$ cat src/kwm_pkg.sv
// ---------------------------------------------------------------------------
// kwm_pkg - K-weighted RMS meter shared definitions
// Item type, filter coefficients and saturation helpers.
// ---------------------------------------------------------------------------
package kwm_pkg;

	localparam int SAMPLE_BITS_DEF = 24;
	localparam int COUNT_BITS_DEF  = 24;

	localparam int X_BITS = 24;

	typedef struct packed {
		logic signed [X_BITS-1:0] x;
		logic                     last;
	} kwm_item_t;

	typedef struct packed {
		logic      valid;
		kwm_item_t item;
	} kwm_queue_t;

	// coefficient index order: b0, b1, b2, a1, a2 (Q4.28)
	typedef enum logic [2:0] {
		C_B0 = 3'd0,
		C_B1 = 3'd1,
		C_B2 = 3'd2,
		C_A1 = 3'd3,
		C_A2 = 3'd4
	} coef_idx_t;

	function automatic logic signed [31:0] coef(input logic hp, input coef_idx_t idx);
		logic signed [31:0] c;
		c = '0;
		if (!hp) begin
			unique case (idx)
				C_B0: c = 32'sd412081942;
				C_B1: c = -32'sd722546694;
				C_B2: c = 32'sd321691121;
				C_A1: c = -32'sd453832898;
				C_A2: c = 32'sd196623811;
				default: c = '0;
			endcase
		end else begin
			unique case (idx)
				C_B0: c = 32'sd268435456;
				C_B1: c = -32'sd536870912;
				C_B2: c = 32'sd268435456;
				C_A1: c = -32'sd534199296;
				C_A2: c = 32'sd265770496;
				default: c = '0;
			endcase
		end
		return c;
	endfunction

	function automatic logic signed [31:0] sat32(input logic signed [63:0] v);
		logic signed [31:0] r;
		if (v > 64'sd2147483647)
			r = 32'sh7fffffff;
		else if (v < -64'sd2147483648)
			r = 32'sh80000000;
		else
			r = v[31:0];
		return r;
	endfunction

	function automatic logic signed [39:0] sat40(input logic signed [63:0] v);
		logic signed [39:0] r;
		if (v > 64'sd549755813887)
			r = 40'sh7fffffffff;
		else if (v < -64'sd549755813888)
			r = 40'sh8000000000;
		else
			r = v[39:0];
		return r;
	endfunction

endpackage

$ cat src/kwm_front.sv
// ---------------------------------------------------------------------------
// kwm_front - sample intake
// Scales samples to Q1.23 and holds them in a two-entry queue.
// ---------------------------------------------------------------------------
module kwm_front
	import kwm_pkg::*;
#(
	parameter int SAMPLE_BITS = SAMPLE_BITS_DEF
) (
	input  logic                          clk,
	input  logic                          arst_n,
	input  logic signed [SAMPLE_BITS-1:0] sample,
	input  logic                          last,
	input  logic                          sample_valid,
	output logic                          sample_stall,
	output kwm_queue_t                    q,
	input  logic                          pop
);

	logic signed [X_BITS-1:0] x_in;
	kwm_item_t                mem_q [2];
	logic                     wr_q;
	logic                     rd_q;
	logic [1:0]               cnt_q;
	logic                     push;

	generate
		if (SAMPLE_BITS >= X_BITS) begin : g_narrow
			assign x_in = X_BITS'(sample >>> (SAMPLE_BITS - X_BITS));
		end else begin : g_widen
			assign x_in = X_BITS'(sample) <<< (X_BITS - SAMPLE_BITS);
		end
	endgenerate

	assign sample_stall = (cnt_q == 2'd2);
	assign push         = sample_valid && !sample_stall;
	assign q.valid      = (cnt_q != 2'd0);
	assign q.item       = mem_q[rd_q];

	always_ff @(posedge clk) begin
		if (push) begin
			mem_q[wr_q].x    <= x_in;
			mem_q[wr_q].last <= last;
		end
	end

	always_ff @(posedge clk or negedge arst_n) begin
		if (!arst_n) begin
			wr_q  <= 1'b0;
			rd_q  <= 1'b0;
			cnt_q <= 2'd0;
		end else begin
			if (push)
				wr_q <= ~wr_q;
			if (pop)
				rd_q <= ~rd_q;
			cnt_q <= cnt_q + 2'(push) - 2'(pop);
		end
	end

endmodule

$ cat src/kwm_back.sv
// ---------------------------------------------------------------------------
// kwm_back - filter, accumulate and RMS engine
// One shared multiplier runs both biquads; serial divide and square root.
// ---------------------------------------------------------------------------
module kwm_back
	import kwm_pkg::*;
#(
	parameter int COUNT_BITS = COUNT_BITS_DEF
) (
	input  logic        clk,
	input  logic        arst_n,
	input  kwm_queue_t  q,
	output logic        pop,
	output logic [23:0] rms_level,
	output logic        overflow,
	output logic        result_valid,
	input  logic        result_stall
);

	localparam int CW = COUNT_BITS + 1;

	typedef enum logic [2:0] {
		IDLE, RUN, ACC, DLOAD, DIV, SLOAD, SQRT, DONE
	} state_t;

	state_t             state_q;
	logic [2:0]         ph_q;
	logic               hp_q;
	logic               last_q;
	logic signed [31:0] xin_q;
	logic signed [31:0] y_q;
	logic signed [63:0] prod_q;
	logic signed [63:0] tmp_q;
	logic signed [39:0] d0_q [2];
	logic signed [39:0] d1_q [2];
	logic [63:0]        sum_q;
	logic [CW-1:0]      cnt_q;
	logic               sat_q;
	logic [5:0]         it_q;
	logic [63:0]        quo_q;
	logic [CW-1:0]      rem_q;
	logic [61:0]        src_q;
	logic [33:0]        srem_q;
	logic [30:0]        root_q;

	coef_idx_t          cidx;
	logic signed [31:0] mul_a;
	logic signed [31:0] mul_b;
	logic signed [63:0] mul_p;
	logic signed [63:0] acc;
	logic signed [63:0] diff;
	logic signed [63:0] diff_r;
	logic [64:0]        sum_n;
	logic [CW:0]        dsh;
	logic               dge;
	logic [35:0]        ssh;
	logic [35:0]        strial;
	logic               sge;

	assign pop = (state_q == IDLE) && q.valid;

	always_comb begin
		cidx  = C_B0;
		mul_b = xin_q;
		unique case (ph_q)
			3'd0: cidx = C_B0;
			3'd1: cidx = C_B1;
			3'd2: begin cidx = C_A1; mul_b = y_q; end
			3'd3: cidx = C_B2;
			3'd4: begin cidx = C_A2; mul_b = y_q; end
			default: mul_b = y_q;
		endcase
		mul_a = (ph_q == 3'd5) ? y_q : coef(hp_q, cidx);
	end

	assign mul_p  = mul_a * mul_b;
	assign acc    = prod_q + (64'(d0_q[hp_q]) <<< 19);
	assign diff   = tmp_q - prod_q;
	assign diff_r = (diff + 64'sd262144) >>> 19;
	assign sum_n  = {1'b0, sum_q} + {1'b0, prod_q};
	assign dsh    = {rem_q, quo_q[63]};
	assign dge    = dsh >= {1'b0, cnt_q};
	assign ssh    = {srem_q, src_q[61:60]};
	assign strial = {3'b000, root_q, 2'b01};
	assign sge    = ssh >= strial;

	always_ff @(posedge clk or negedge arst_n) begin
		if (!arst_n) begin
			state_q      <= IDLE;
			ph_q         <= 3'd0;
			hp_q         <= 1'b0;
			last_q       <= 1'b0;
			d0_q[0]      <= '0;
			d0_q[1]      <= '0;
			d1_q[0]      <= '0;
			d1_q[1]      <= '0;
			sum_q        <= '0;
			cnt_q        <= '0;
			sat_q        <= 1'b0;
			it_q         <= '0;
			result_valid <= 1'b0;
		end else begin
			if (state_q == DONE && (!result_valid || !result_stall))
				result_valid <= 1'b1;
			else if (result_valid && !result_stall)
				result_valid <= 1'b0;
			unique case (state_q)
				IDLE: begin
					if (q.valid) begin
						xin_q   <= 32'(q.item.x);
						last_q  <= q.item.last;
						hp_q    <= 1'b0;
						ph_q    <= 3'd0;
						state_q <= RUN;
					end
				end
				RUN: begin
					prod_q <= mul_p;
					ph_q   <= ph_q + 3'd1;
					unique case (ph_q)
						3'd0: ;
						3'd1: y_q <= sat32((acc + 64'sd134217728) >>> 28);
						3'd2: tmp_q <= prod_q;
						3'd3: d0_q[hp_q] <= sat40(diff_r + 64'(d1_q[hp_q]));
						3'd4: tmp_q <= prod_q;
						default: begin
							d1_q[hp_q] <= sat40(diff_r);
							ph_q       <= 3'd0;
							if (!hp_q) begin
								xin_q <= y_q;
								hp_q  <= 1'b1;
							end else begin
								state_q <= ACC;
							end
						end
					endcase
				end
				ACC: begin
					if (cnt_q[COUNT_BITS]) begin
						sat_q <= 1'b1;
					end else begin
						cnt_q <= cnt_q + CW'(1);
						if (sum_n[64]) begin
							sum_q <= '1;
							sat_q <= 1'b1;
						end else begin
							sum_q <= sum_n[63:0];
						end
					end
					state_q <= last_q ? DLOAD : IDLE;
				end
				DLOAD: begin
					quo_q   <= sum_q;
					rem_q   <= '0;
					it_q    <= '0;
					state_q <= DIV;
				end
				DIV: begin
					rem_q <= dge ? CW'(dsh - {1'b0, cnt_q}) : CW'(dsh);
					quo_q <= {quo_q[62:0], dge};
					it_q  <= it_q + 6'd1;
					if (it_q == 6'd63)
						state_q <= SLOAD;
				end
				SLOAD: begin
					src_q   <= quo_q[63:2];
					srem_q  <= '0;
					root_q  <= '0;
					it_q    <= '0;
					state_q <= SQRT;
				end
				SQRT: begin
					srem_q <= sge ? 34'(ssh - strial) : 34'(ssh);
					root_q <= {root_q[29:0], sge};
					src_q  <= {src_q[59:0], 2'b00};
					it_q   <= it_q + 6'd1;
					if (it_q == 6'd30)
						state_q <= DONE;
				end
				default: begin
					if (!result_valid || !result_stall) begin
						rms_level    <= (root_q[30:24] != '0) ? 24'hffffff : root_q[23:0];
						overflow     <= sat_q || (root_q[30:24] != '0);
						d0_q[0]      <= '0;
						d0_q[1]      <= '0;
						d1_q[0]      <= '0;
						d1_q[1]      <= '0;
						sum_q        <= '0;
						cnt_q        <= '0;
						sat_q        <= 1'b0;
						state_q      <= IDLE;
					end
				end
			endcase
		end
	end

endmodule

$ cat src/k_weighted_rms_meter.sv
// Each sample goes from the queue to the running sum through one shared 32x32
// multiplier that does the five products of each of the two biquads and the square;
// a sample marked last then runs the 64-step divider and the 31-step square root
// before the result is registered. A two-item queue in front lets samples arrive
// while the engine works or a result waits.
// ---------------------------------------------------------------------------
// k_weighted_rms_meter - K-weighted block RMS meter
// BS.1770 K-weighting, mean square over a block, square root on the last item.
// ---------------------------------------------------------------------------
module k_weighted_rms_meter
	import kwm_pkg::*;
#(
	parameter int SAMPLE_BITS = SAMPLE_BITS_DEF,
	parameter int COUNT_BITS  = COUNT_BITS_DEF
) (
	input  logic                          clk,
	input  logic                          arst_n,
	input  logic signed [SAMPLE_BITS-1:0] sample,
	input  logic                          last,
	input  logic                          sample_valid,
	output logic                          sample_stall,
	output logic [23:0]                   rms_level,
	output logic                          overflow,
	output logic                          result_valid,
	input  logic                          result_stall
);

	kwm_queue_t q;
	logic       pop;

	kwm_front #(.SAMPLE_BITS(SAMPLE_BITS)) u_front (
		.clk          (clk),
		.arst_n       (arst_n),
		.sample       (sample),
		.last         (last),
		.sample_valid (sample_valid),
		.sample_stall (sample_stall),
		.q            (q),
		.pop          (pop)
	);

	kwm_back #(.COUNT_BITS(COUNT_BITS)) u_back (
		.clk          (clk),
		.arst_n       (arst_n),
		.q            (q),
		.pop          (pop),
		.rms_level    (rms_level),
		.overflow     (overflow),
		.result_valid (result_valid),
		.result_stall (result_stall)
	);

	a_pop_has_item: assert property (@(posedge clk) disable iff (!arst_n)
		pop |-> q.valid)
		else $error("pop from empty queue");

	a_full_has_item: assert property (@(posedge clk) disable iff (!arst_n)
		sample_stall |-> q.valid)
		else $error("queue full but no item offered");

	a_pop_single: assert property (@(posedge clk) disable iff (!arst_n)
		pop |=> !pop)
		else $error("engine took two items back to back");

endmodule
$ cat config.mk
export PLATFORM = sky130hd
export DESIGN_NAME = k_weighted_rms_meter
export DESIGN_NICKNAME = d
export VERILOG_FILES = /design/src/kwm_pkg.sv /design/src/kwm_front.sv /design/src/kwm_back.sv /design/src/k_weighted_rms_meter.sv
export SDC_FILE = /design/constraint.sdc
export NUM_CORES = 2
export LEC_CHECK = 0
export BUFFER_PORTS_ARGS = -buffer_cell sky130_fd_sc_hd__buf_2
export CAP_MARGIN = 20
export CORE_MARGIN = 4
export CORE_UTILIZATION = 65
export DETAILED_ROUTE_END_ITERATION = 10
export PLACE_DENSITY = 0.81
export SYNTH_ARGS = -nofsm -noshare
export SYNTH_HDL_FRONTEND = slang
export SYNTH_SLANG_ARGS = --single-unit
$ cat constraint.sdc
create_clock -name clk -period 17.35 [get_ports clk]
set_input_delay 2.6025 -clock clk [delete_from_list [all_inputs] [get_ports clk]]
set_output_delay 2.6025 -clock clk [all_outputs]
set_load 0.01 [all_outputs]
==> metrics.txt <==
area delta synth->final=6.45%; Rel. slew slack=roughly 17%; # rows=129; fmax=84.0 MHz; synth warn=0; Max Buffers Root-to-Sink=3; boundary pin count=between 50 and 60; vias after detailed routing=63,057; post-DR wirelength/cell=23.3 microns; H-tree levels=3; Final Wtd Congestion=about 1.0; RR Startpoint=u_back.ph_q[1]; most used cell along the critical path=fa_1; Reg-to-Reg End=u_back.prod_q[54]; antenna violations before repair=8; FF-to-FF path depth=37; root buffer cell=clkbuf_16; asr flop ratio synth=35.8%; Mapped Area=a little over 0.08 sq mm; die height=360 microns; vias in the first global route=65,213; CP required=17.77 ns; CP endpoint kind=flip-flop; worst hold path class=reg2reg; share of the synthesized area in the top cell type=a little over a quarter; Initial DRT Pass Iterations=8; global route overflow=0; CP max stage delay=0.93 ns; initial core utilization=between 60% and 70%; Post-synth EDFFs=483; Critical Path AT=around 12 ns; cts hold-fix bufs=0; DP Area=roughly 0.083 sq mm; final hold violation count=0; sequential fraction of the synthesis area=26.3%; worst skew pair latency=between 0.7 and 0.8 ns; fraction of layout cells with a size suffix above 1=6.22%; clk slew on worst S/H paths=0.06 ns; R2R Setup Slk=5.44 ns; Final Instance Area=0.0860 sq mm; detailed placer's ending HPWL=180 mm; final setup fails=0; worst-path maximum fanout=18; PortBufs=55; syn avg cell area=9.45 sq um; Crit. Startpoint=u_back.ph_q[1]; Setup Buffers After CTS=0; Cells after Synth=around 8,500; die area=0.130 sq mm; endpoint of the worst setup timing path=u_back.prod_q[54]; gr usage total=36.7%; top_reg_cell synth=edfxtp_1; Hold WS=0.475 ns; CP startpoint kind=flip-flop; top cells by area, synth=fa_1 27%, edfxtp_1 18%, ha_1 8.8%; final WL=237 mm; ANT nets after route=0; final cycle utilization of the critical path=68.7%; first-pass GRT wire length=370 mm; Sum Neg Setup Slack=0 ns; final-stage net count=10,111; fillers=9,273; Slew Viols, Final=0; post-cts repair resize count=0; Syn Nets=10,224; synthesis-stage register bit count=752; Die Span X=around 360 microns; status=complete, no violations; Netlist cell types=96; number of CTS-inserted buffers=85; RSZ-0062 raised after global routing=no; via-per-instance ratio=6.22; min Tclk post-route=11.91 ns; DR DRC count=0; 1st-iter DRT viols=6,610; final clock skew=0.0340 ns; Max Cap Viol=0; Worst Max-Slew Pin Slew=approximately 1.2 ns; core area=0.123 sq mm; largest net degree at the start of global routing=139; post-synth top area cell=fa_1; CTS tree=built; critical path's slowest cell=a21oi_1; clock sinks=752; Setup CP Type=reg2reg
critical path: cells and delay by family, from the launching register on:
family	cells	cell delay (ns)
adder cells (fa/ha/maj)	10	4.90
AND/OR/NAND/NOR	9	2.47
AO/OA/AOI/OAI	8	2.31
buffers and inverters	8	1.06
flip-flops	1	0.55
XOR/XNOR	2	0.30
Yosys cell counts, drive strengths merged (19+ instances only):
master / n
dfrtp: 269
o21a: 47
nand2b: 37
mux2i: 67
mux2: 107
a221o: 92
nor2b: 47
buf: 43
o31ai: 28
nand4: 60
nand3: 95
a21oi: 375
ha: 569
o21bai: 49
o21ai: 409
edfxtp: 483
a211oi: 32
and2: 31
and3: 50
inv: 1257
clkbuf: 337
a21o: 191
nor3: 55
fa: 1085
nand2: 1381
xor2: 108
nor2: 785
xnor2: 192
or2: 19
a31oi: 36
layout by cell type, fill, tap and decap left out, types with 107 or more instances in the layout:
master / Yosys / routed
nand2_1: 1381 / 1379
inv_1: 1257 / 1256
fa_1: 1085 / 1085
nor2_1: 785 / 781
ha_1: 569 / 569
edfxtp_1: 483 / 483
o21ai_0: 396 / 392
a21oi_1: 374 / 366
dfrtp_1: 269 / 267
xnor2_1: 191 / 191
a21o_1: 191 / 191
buf_4: 1 / 119
xor2_1: 108 / 108
mux2_2: 107 / 107
stage by stage:
step | instances | util (%) | setup slack (ns)
floorplan | 8541 | - | 7.67
global placement | 9971 | 67.0 | 6.17
detailed placement | 9972 | 67.1 | 5.89
CTS | 10132 | 69.5 | 5.80
global route | 10138 | 69.6 | 5.12
finish | 10143 | 69.6 | 5.44
layout make-up:
cell class / count / area, sq um / share of cell area [%]
Sequential cell: 752 / 21200 / 24.7
Clock buffer: 121 / 2530 / 2.95
Antenna cell: 5 / 12.5 / 0.0146
Clock inverter: 39 / 498 / 0.579
Multi-Input combinational cell: 6150 / 53600 / 62.3
Timing Repair Buffer: 180 / 1300 / 1.52
Inverter: 1259 / 4730 / 5.50
Tap cell: 1637 / 2050 / 2.38
cell families (layout without fill, tap and decap cells):
logic type	count (synthesis)	count (layout)	share of synthesized area [%]
AO/OA/AOI/OAI	1405	1405	11.3
AND/OR/NAND/NOR	2617	2617	13.4
flip-flops	752	752	26.3
adder cells (fa/ha/maj)	1654	1654	35.7
multiplexers	174	174	2.32
buffers and inverters	1639	1599	7.70
other	0	5	0
XOR/XNOR	300	300	3.26
layer usage:
layer  vias up  global-route usage [%]  part of all wire [%]
met2      3392                    58.1                    45
met3       974                    8.87                    10
li1      27554                       -                     -
met5         -                   0.363                 0.057
met1     31127                    46.6                    37
met4        10                    20.8                   7.3
state kept, by name (all words and copies together), names as in the netlist, 25 cells and up:
name,flops
u_back.cnt_q,25
u_back.quo_q,64
u_back.sum_q,64
u_front.mem_q,50
u_back.rem_q,25
u_back.d1_q,80
u_back.root_q,31
u_back.d0_q,80
u_back.src_q,62
u_back.srem_q,34
u_back.prod_q,64
u_back.tmp_q,64
u_back.y_q,32
u_back.xin_q,32
worst min-delay path by stage:
stage / startpoint / endpoint / slack, ns / cells past startpoint
2_1_floorplan: u_back.d1_q[0] / u_back.d1_q[0] / 0.44 / 2
3_3_place_gp: u_back.d1_q[11] / u_back.d1_q[11] / 0.45 / 2
3_5_place_dp: u_back.d1_q[28] / u_back.d1_q[28] / 0.46 / 2
4_1_cts: u_back.d1_q[28] / u_back.d1_q[28] / 0.48 / 2
5_1_grt: u_back.d1_q[46] / u_back.d1_q[46] / 0.50 / 2
6_report: u_back.d1_q[36] / u_back.d1_q[36] / 0.47 / 2
Power is left out: the tool's default activity adds up to more than one toggle a clock period on the data nets, which glitch-free logic cannot reach.
